==> src/sv/sle_pkg.sv <==
// Shared types and codes for the sorted list insert engine.
`default_nettype none

package sle_pkg;

   localparam int DEF_CAPACITY = 16;

   typedef logic [1:0]         mode_type;
   typedef logic [1:0]         status_type;
   typedef logic signed [31:0] word_type;
   typedef logic [3:0]         index_type;
   typedef logic [4:0]         count_type;

   localparam mode_type MODE_INSERT = 2'd0;
   localparam mode_type MODE_REMOVE = 2'd1;
   localparam mode_type MODE_CLEAR  = 2'd2;
   localparam mode_type MODE_READ   = 2'd3;

   localparam status_type ST_OK    = 2'd0;
   localparam status_type ST_FULL  = 2'd1;
   localparam status_type ST_EMPTY = 2'd2;
   localparam status_type ST_RANGE = 2'd3;

endpackage

`default_nettype wire

==> src/sv/sorted_list_insert_engine_unit.sv <==
// Sorted list engine: ascending store of signed words with insert/remove/clear/read.
//
// Usage:
//  - Request channel (req_valid/req_ready) carries one word: mode, value, index.
//    Modes: insert value at its sorted place, remove smallest, clear all,
//    read entry at index. Each request yields exactly one response word.
//  - Response channel (rsp_valid/rsp_ready) carries status, value_out and the
//    entry count after the operation.
//  - One request at a time: req_ready is high only while the sequencer is idle.
//    The entries live in a single-port-write / single-port-read RAM with a
//    registered read, and one shared signed comparator walks it.
//  - Clear, full insert, empty remove and bad index go straight to the response.
//    Read issues the RAM read, then captures it. Insert walks down from the top,
//    moving each entry not below the new value up one slot, then places it;
//    remove smallest reads each entry and writes it one slot down. Each step is a RAM read, then a compare/write.
//  - Response is held in registers until rsp_ready; a stalled receiver just
//    holds the engine in its output state, nothing is lost.
//  - Reset (synchronous, active high) empties the list; RAM contents are not
//    cleared, since only slots below the count are ever read.
`default_nettype none

module sorted_list_insert_engine_unit #(
   parameter int CAPACITY = sle_pkg::DEF_CAPACITY
) (
   input  wire                      clock,
   input  wire                      reset,
   input  wire                      req_valid,
   output logic                     req_ready,
   input  wire  sle_pkg::mode_type  req_mode,
   input  wire  sle_pkg::word_type  req_value,
   input  wire  sle_pkg::index_type req_index,
   output logic                     rsp_valid,
   input  wire                      rsp_ready,
   output sle_pkg::status_type      rsp_status,
   output sle_pkg::word_type        rsp_value_out,
   output sle_pkg::count_type       rsp_count
);
   import sle_pkg::*;

   localparam int AW = (CAPACITY > 1) ? $clog2(CAPACITY) : 1;
   localparam int CW = $clog2(CAPACITY + 1);
   localparam logic [CW-1:0] CNT_ONE = CW'(1);
   localparam logic [CW-1:0] CNT_CAP = CW'(CAPACITY);

   // sequencer states
   localparam logic [3:0] S_IDLE    = 4'd0;
   localparam logic [3:0] S_INS_RD  = 4'd1;  // read entry below insert slot
   localparam logic [3:0] S_INS_CMP = 4'd2;  // compare, shift up or place
   localparam logic [3:0] S_INS_WR  = 4'd3;  // place at slot zero
   localparam logic [3:0] S_SH_RD   = 4'd4;  // remove: read slot pos
   localparam logic [3:0] S_SH_WR   = 4'd5;  // remove: capture or shift down
   localparam logic [3:0] S_RD_RD   = 4'd6;  // indexed read issue
   localparam logic [3:0] S_RD_CAP  = 4'd7;  // indexed read capture
   localparam logic [3:0] S_OUT     = 4'd8;  // response pending

   // entry RAM
   word_type mem [CAPACITY];
   word_type rdata_ff;
   logic [AW-1:0] rd_addr;
   logic [AW-1:0] wr_addr;
   word_type wr_data;
   logic wr_en;

   logic [3:0] state_ff, state_in;
   logic [CW-1:0] count_ff, count_in;
   logic [CW-1:0] pos_ff, pos_in;
   word_type value_ff, value_in;
   index_type index_ff, index_in;
   status_type status_ff, status_in;
   word_type vout_ff, vout_in;

   logic idx_bad;

   always_ff @(posedge clock) begin
      if (wr_en) begin
         mem[wr_addr] <= wr_data;
      end
      rdata_ff <= mem[rd_addr];
   end

   assign req_ready     = (state_ff == S_IDLE);
   assign rsp_valid     = (state_ff == S_OUT);
   assign rsp_status    = status_ff;
   assign rsp_value_out = vout_ff;
   assign rsp_count     = count_type'(count_ff);

   // index past count, or past the store itself when it is small
   assign idx_bad = (int'(req_index) >= int'(count_ff)) || (int'(req_index) >= CAPACITY);

   always_comb begin
      state_in  = state_ff;
      count_in  = count_ff;
      pos_in    = pos_ff;
      value_in  = value_ff;
      index_in  = index_ff;
      status_in = status_ff;
      vout_in   = vout_ff;
      rd_addr   = AW'(pos_ff);
      wr_addr   = AW'(pos_ff);
      wr_data   = value_ff;
      wr_en     = 1'b0;

      case (state_ff)
         S_IDLE: begin
            if (req_valid) begin
               value_in  = req_value;
               index_in  = req_index;
               status_in = ST_OK;
               vout_in   = '0;
               case (req_mode)
                  MODE_INSERT: begin
                     if (count_ff >= CNT_CAP) begin
                        status_in = ST_FULL;
                        state_in  = S_OUT;
                     end else begin
                        pos_in   = count_ff;
                        state_in = (count_ff == '0) ? S_INS_WR : S_INS_RD;
                     end
                  end
                  MODE_REMOVE: begin
                     if (count_ff == '0) begin
                        status_in = ST_EMPTY;
                        state_in  = S_OUT;
                     end else begin
                        pos_in   = '0;
                        state_in = S_SH_RD;
                     end
                  end
                  MODE_CLEAR: begin
                     count_in = '0;
                     state_in = S_OUT;
                  end
                  default: begin
                     if (idx_bad) begin
                        status_in = ST_RANGE;
                        state_in  = S_OUT;
                     end else begin
                        state_in = S_RD_RD;
                     end
                  end
               endcase
            end
         end
         S_INS_RD: begin
            rd_addr  = AW'(pos_ff - CNT_ONE);
            state_in = S_INS_CMP;
         end
         S_INS_CMP: begin
            wr_en = 1'b1;
            if (rdata_ff < value_ff) begin
               // slot found: new value sits above a smaller entry
               wr_data  = value_ff;
               count_in = count_ff + CNT_ONE;
               state_in = S_OUT;
            end else begin
               // equal or larger entry moves up one slot
               wr_data  = rdata_ff;
               pos_in   = pos_ff - CNT_ONE;
               state_in = (pos_ff == CNT_ONE) ? S_INS_WR : S_INS_RD;
            end
         end
         S_INS_WR: begin
            wr_en    = 1'b1;
            wr_data  = value_ff;
            count_in = count_ff + CNT_ONE;
            state_in = S_OUT;
         end
         S_SH_RD: begin
            rd_addr  = AW'(pos_ff);
            state_in = S_SH_WR;
         end
         S_SH_WR: begin
            if (pos_ff == '0) begin
               vout_in = rdata_ff;
            end else begin
               wr_en   = 1'b1;
               wr_addr = AW'(pos_ff - CNT_ONE);
               wr_data = rdata_ff;
            end
            if (pos_ff == count_ff - CNT_ONE) begin
               count_in = count_ff - CNT_ONE;
               state_in = S_OUT;
            end else begin
               pos_in   = pos_ff + CNT_ONE;
               state_in = S_SH_RD;
            end
         end
         S_RD_RD: begin
            rd_addr  = AW'(index_ff);
            state_in = S_RD_CAP;
         end
         S_RD_CAP: begin
            vout_in  = rdata_ff;
            state_in = S_OUT;
         end
         S_OUT: begin
            if (rsp_ready) begin
               state_in = S_IDLE;
            end
         end
         default: begin
            state_in = S_IDLE;
         end
      endcase
   end

   always_ff @(posedge clock) begin
      if (reset) begin
         state_ff <= S_IDLE;
         count_ff <= '0;
      end else begin
         state_ff <= state_in;
         count_ff <= count_in;
      end
      pos_ff    <= pos_in;
      value_ff  <= value_in;
      index_ff  <= index_in;
      status_ff <= status_in;
      vout_ff   <= vout_in;
   end

endmodule

`default_nettype wire

==> config.mk <==
export PLATFORM = sky130hd
export DESIGN_NAME = sorted_list_insert_engine_unit
export DESIGN_NICKNAME = d
export VERILOG_FILES = /design/src/sv/sle_pkg.sv /design/src/sv/sorted_list_insert_engine_unit.sv
export SDC_FILE = /design/constraint.sdc
export NUM_CORES = 1
export LEC_CHECK = 0
export BUFFER_PORTS_ARGS = -buffer_cell sky130_fd_sc_hd__buf_2
export CAP_MARGIN = 20
export CORE_UTILIZATION = 45
export DETAILED_ROUTE_END_ITERATION = 10
export HOLD_SLACK_MARGIN = 0.02
export PLACE_DENSITY_LB_ADDON = 0.2
export SLEW_MARGIN = 20
export SYNTH_ARGS = -nofsm -noshare
export SYNTH_HDL_FRONTEND = slang
export SYNTH_SLANG_ARGS = --single-unit
export TNS_END_PERCENT = 1
==> constraint.sdc <==
create_clock -name clock -period 4.85 [get_ports clock]
set_clock_uncertainty 0.15 [all_clocks]
set_input_delay 0.485 -clock clock [delete_from_list [all_inputs] [get_ports clock]]
set_output_delay 0.485 -clock clock [all_outputs]
set_load 0.03 [all_outputs]
==> flow_summary.html <==
<table>
<tr><th>Metric</th><th>Value</th></tr>
<tr><th colspan="2">Clock tree</th></tr>
<tr><td>Number of buffers added to fix hold violations after cts</td><td>36</td></tr>
<tr><td>Clock sinks</td><td>between 600 and 700</td></tr>
<tr><td>PostCTS Resize Cnt</td><td>0</td></tr>
<tr><td>Root Buffer Master</td><td>clkbuf_16</td></tr>
<tr><td>CTS HTree Levels</td><td>3</td></tr>
<tr><td>Clk_lat worst skew</td><td>around 0.6 ns</td></tr>
<tr><td>CTS buffer count</td><td>between 60 and 70</td></tr>
<tr><td># Post-CTS Setup Buffers</td><td>0</td></tr>
<tr><td>Clk pin slew, worst setup/hold paths</td><td>approximately 0.06 ns</td></tr>
<tr><td>CTS tree</td><td>built</td></tr>
<tr><td>Longest Clk Path Bufs</td><td>3</td></tr>
<tr><th colspan="2">Run</th></tr>
<tr><td>Number of maximum-capacitance constraint violations</td><td>0</td></tr>
<tr><th colspan="2">Drt</th></tr>
<tr><td>Detailed-routing iteration count for the pre-antenna-repair pass</td><td>5</td></tr>
<tr><td>Drt drc</td><td>0</td></tr>
<tr><td>Number of routed nets with antenna violations</td><td>0</td></tr>
<tr><td>Number of DRC markers after the initial detailed-route iteration</td><td>approximately 1,300</td></tr>
<tr><td>Mean routed wirelength per cell</td><td>between 20 and 30 um</td></tr>
<tr><td>Total number of vias</td><td>13,380</td></tr>
<tr><td>Avg Vias per Cell</td><td>about 5.7</td></tr>
<tr><td>Routed wire length</td><td>a little over 60 mm</td></tr>
<tr><th colspan="2">Die</th></tr>
<tr><td>Total die area</td><td>57,790 um2</td></tr>
<tr><td>Starting density of the core</td><td>roughly 45%</td></tr>
<tr><td>DIE WIDTH</td><td>around 240 um</td></tr>
<tr><td>Core footprint</td><td>between 50,000 and 60,000 um2</td></tr>
<tr><td>Site Rows</td><td>between 80 and 90</td></tr>
<tr><td>Boundary pin count</td><td>slightly above 80</td></tr>
<tr><td>Floorplan die height</td><td>240.4 um</td></tr>
<tr><th colspan="2">Place</th></tr>
<tr><td>IO Port Bufs</td><td>82</td></tr>
<tr><td>Placed wire-length estimate after detailed placement</td><td>between 30 and 40 mm</td></tr>
<tr><td>Area post-placement</td><td>27,160 um2</td></tr>
<tr><td>Routability cong.</td><td>about 0.83</td></tr>
<tr><th colspan="2">Layout</th></tr>
<tr><td>Post-layout instance area</td><td>slightly below 30,000 um2</td></tr>
<tr><td>Share of cells above drive strength 1</td><td>a little over a quarter</td></tr>
<tr><td>Area Growth Syn to Fin</td><td>16.17%</td></tr>
<tr><td>Number of diodes</td><td>0</td></tr>
<tr><td>Final net count</td><td>about 1,600</td></tr>
<tr><th colspan="2">Timing</th></tr>
<tr><td>Final worst path period need</td><td>~4.3 ns</td></tr>
<tr><td>RSZ-0062 raised after global routing</td><td>no</td></tr>
<tr><td>Final-layout setup total negative slack</td><td>0 ns</td></tr>
<tr><td>Worst hold slack</td><td>just over 0.07 ns</td></tr>
<tr><td>Final Max Tran Viols</td><td>0</td></tr>
<tr><td>Final setup fails</td><td>0</td></tr>
<tr><td>Final hold viol count</td><td>0</td></tr>
<tr><td>Worst-margin pin slew</td><td>about 0.97 ns</td></tr>
<tr><td>Part of the cycle the worst path needs</td><td>about 88%</td></tr>
<tr><td>Maximum operating frequency</td><td>approximately 0.23 GHz</td></tr>
<tr><td>Slew headroom</td><td>between 30% and 40%</td></tr>
<tr><th colspan="2">GRT</th></tr>
<tr><td>Maximum number of pins on one net before global-route repair</td><td>between 70 and 80</td></tr>
<tr><td>All-layer global routing usage</td><td>a little over a fifth</td></tr>
<tr><td>Via count of the first global-routing pass</td><td>about 14,000</td></tr>
<tr><td>Antenna violations before repair</td><td>0</td></tr>
<tr><td>Total global routing overflow</td><td>0</td></tr>
<tr><td>Wire length of the first global-routing pass</td><td>approximately 89 mm</td></tr>
<tr><th colspan="2">Synthesis</th></tr>
<tr><td>Most frequent cell after synthesis</td><td>edfxtp_1</td></tr>
<tr><td>Yosys warning total</td><td>0</td></tr>
<tr><td>Post-Syn Area</td><td>~26,000 um2</td></tr>
<tr><td>Cell count after synthesis</td><td>1,384</td></tr>
<tr><td>Net count after synthesis</td><td>between 1,000 and 1,500</td></tr>
<tr><td>Post-synthesis average cell area</td><td>18.48 um2</td></tr>
<tr><td>Post-synthesis sequential area ratio</td><td>approximately 70%</td></tr>
<tr><td>Async set or reset register ratio after synthesis</td><td>0%</td></tr>
<tr><td>Count of different cell masters after synthesis</td><td>70</td></tr>
<tr><td>Cell taking the most area after synthesis</td><td>edfxtp_1</td></tr>
<tr><td>Number of flops mapped to enable cells by yosys</td><td>roughly 590</td></tr>
<tr><td>FF+latch count, synth</td><td>about 630</td></tr>
<tr><td>Top cells by area, synth</td><td>edfxtp_1 69%, mux4_2 11%, dfxtp_1 3.2%, ha_1 2.0%, mux2_2 1.5%</td></tr>
<tr><td>Most common flop cell mapped by yosys</td><td>edfxtp_1</td></tr>
<tr><td>Leading post-synthesis cells by instance count</td><td>587 x edfxtp_1, 120 x mux4_2, 61 x a21oi_1</td></tr>
<tr><td>Share of Yosys cell area claimed by the top area cell type</td><td>~69%</td></tr>
<tr><th colspan="2">Critical path</th></tr>
<tr><td>CP Class</td><td>flop to flop</td></tr>
<tr><td>Launching element type of the critical path</td><td>flop</td></tr>
<tr><td>Largest fanout on the critical path</td><td>16</td></tr>
<tr><td>Endpoint required time on the critical path</td><td>between 4 and 5 ns</td></tr>
<tr><td>Critical Path Sink Type</td><td>flop</td></tr>
<tr><td>CP max-delay cell</td><td>nand3_2</td></tr>
<tr><td>Crit-path cells</td><td>inv_1, ha_1, a41oi_1, o21ai_0, a221oi_1, nand3_1, o21bai_1, nand3_2, buf_4, mux2_2</td></tr>
<tr><td>Stage delay of the slowest cell on the critical path</td><td>about 0.6 ns</td></tr>
<tr><td>Arr. time, crit path</td><td>around 4.4 ns</td></tr>
<tr><th colspan="2">Run status</th></tr>
<tr><td>Run status</td><td>finished, final reports clean</td></tr>
<tr><th colspan="2">Power</th></tr>
<tr><td>PD cells</td><td>525.7 nW/um2</td></tr>
<tr><td>Peak supply drop</td><td>between 0.0002 and 0.0003 V</td></tr>
<tr><td>Static leakage</td><td>roughly 10 nW</td></tr>
<tr><th colspan="2">Min path</th></tr>
<tr><td>Worst hold path type</td><td>input pin to flop</td></tr>
</table>
[routing by layer]
metal / global-route usage [%] / vias up / part of all wire [%] / routed length [um]
met4: 5.945 / 0 / 1.7 / 1000
met3: 4.076 / 71 / 5.6 / 3403
met2: 33.74 / 416 / 48 / 28680
met1: 31.08 / 7007 / 45 / 27240
li1: - / 5884 / - / -
met5: 0 / - / 0 / 0
[logic make-up (layout without fill, tap and decap cells)]
family	Yosys count	after routing	share of synthesized area, %
compound gates	181	181	4.809
xor+xnor	9	9	0.3082
fa+ha+maj	40	40	1.957
buf+inv	122	337	2.471
flops	628	628	72.13
mux	196	196	13.96
simple gates	208	208	4.364
[final cells by class]
class                   count  area [um2]
fillers                  4462       26570
clock buffers              94        1943
well taps                 756       945.9
flip-flops and latches    628       18450
clock inverters            28       252.7
multi-input cells         634        6641
repair buffers            167        1301
inverters                  48       180.2
[power breakdown]
group,internal (mW),switching [mW]
logic,1.43,2.16
clock network,2.97,2.07
registers,6.73,0.261
total,11.1,4.49
[worst max-delay path: cells and delay by family (launching register included)]
| family | cells | cell delay [ns] |
|---|---|---|
| DFF | 1 | 0.37 |
| AOI/OAI and AO/OA | 4 | 1.35 |
| and+or+nand+nor | 2 | 0.93 |
| buffers and inverters | 2 | 0.51 |
| adders and majority gates | 1 | 0.24 |
| muxes | 1 | 0.42 |
[flip-flops by register name, indices dropped and copies added (netlist names), 4 cells and up]
register,count
mem,512
rdata_ff,32
rsp_value_out,32
value_ff,32
pos_ff,5
rsp_count,5
index_ff,4
state_ff,4
[per-stage QoR]
stage | power, mW | worst slack (ns) | util (%) | std cells
final | 15.62 | 0.5627 | 52.80 | 2355
after CTS | 15.78 | 0.5178 | 52.80 | 2355
after global routing | 16.30 | 0.2229 | 52.80 | 2355
after detailed placement | 10.70 | 0.5409 | 48.25 | 2197
after global placement | 10.63 | 0.6721 | 48.25 | 2197
after floorplan | 9.652 | 0.9646 | - | 1384
[worst paths after layout]
| kind | endpoint | cells after the start | startpoint | slack (ns) |
|---|---|---|---|---|
| worst min register to register | rsp_value_out[21] | 1 | rdata_ff[21] | 0.44 |
| worst max-delay path | mem[15][10] | 10 | value_ff[22] | 0.56 |
| worst max register to register | mem[15][10] | 10 | value_ff[22] | 0.56 |
| worst min-delay path | rsp_count[4] | 2 | reset | 0.07 |
[cell usage in the layout (no fill, tap or decap), drive strengths merged, types with 40 or more instances in the layout]
master,instances
nor2b,40
dfxtp,41
a21oi,61
edfxtp,587
clkbuf,94
ha,40
inv,49
nor2,42
mux4,124
buf,131
(Power assumes the default switching activity.)
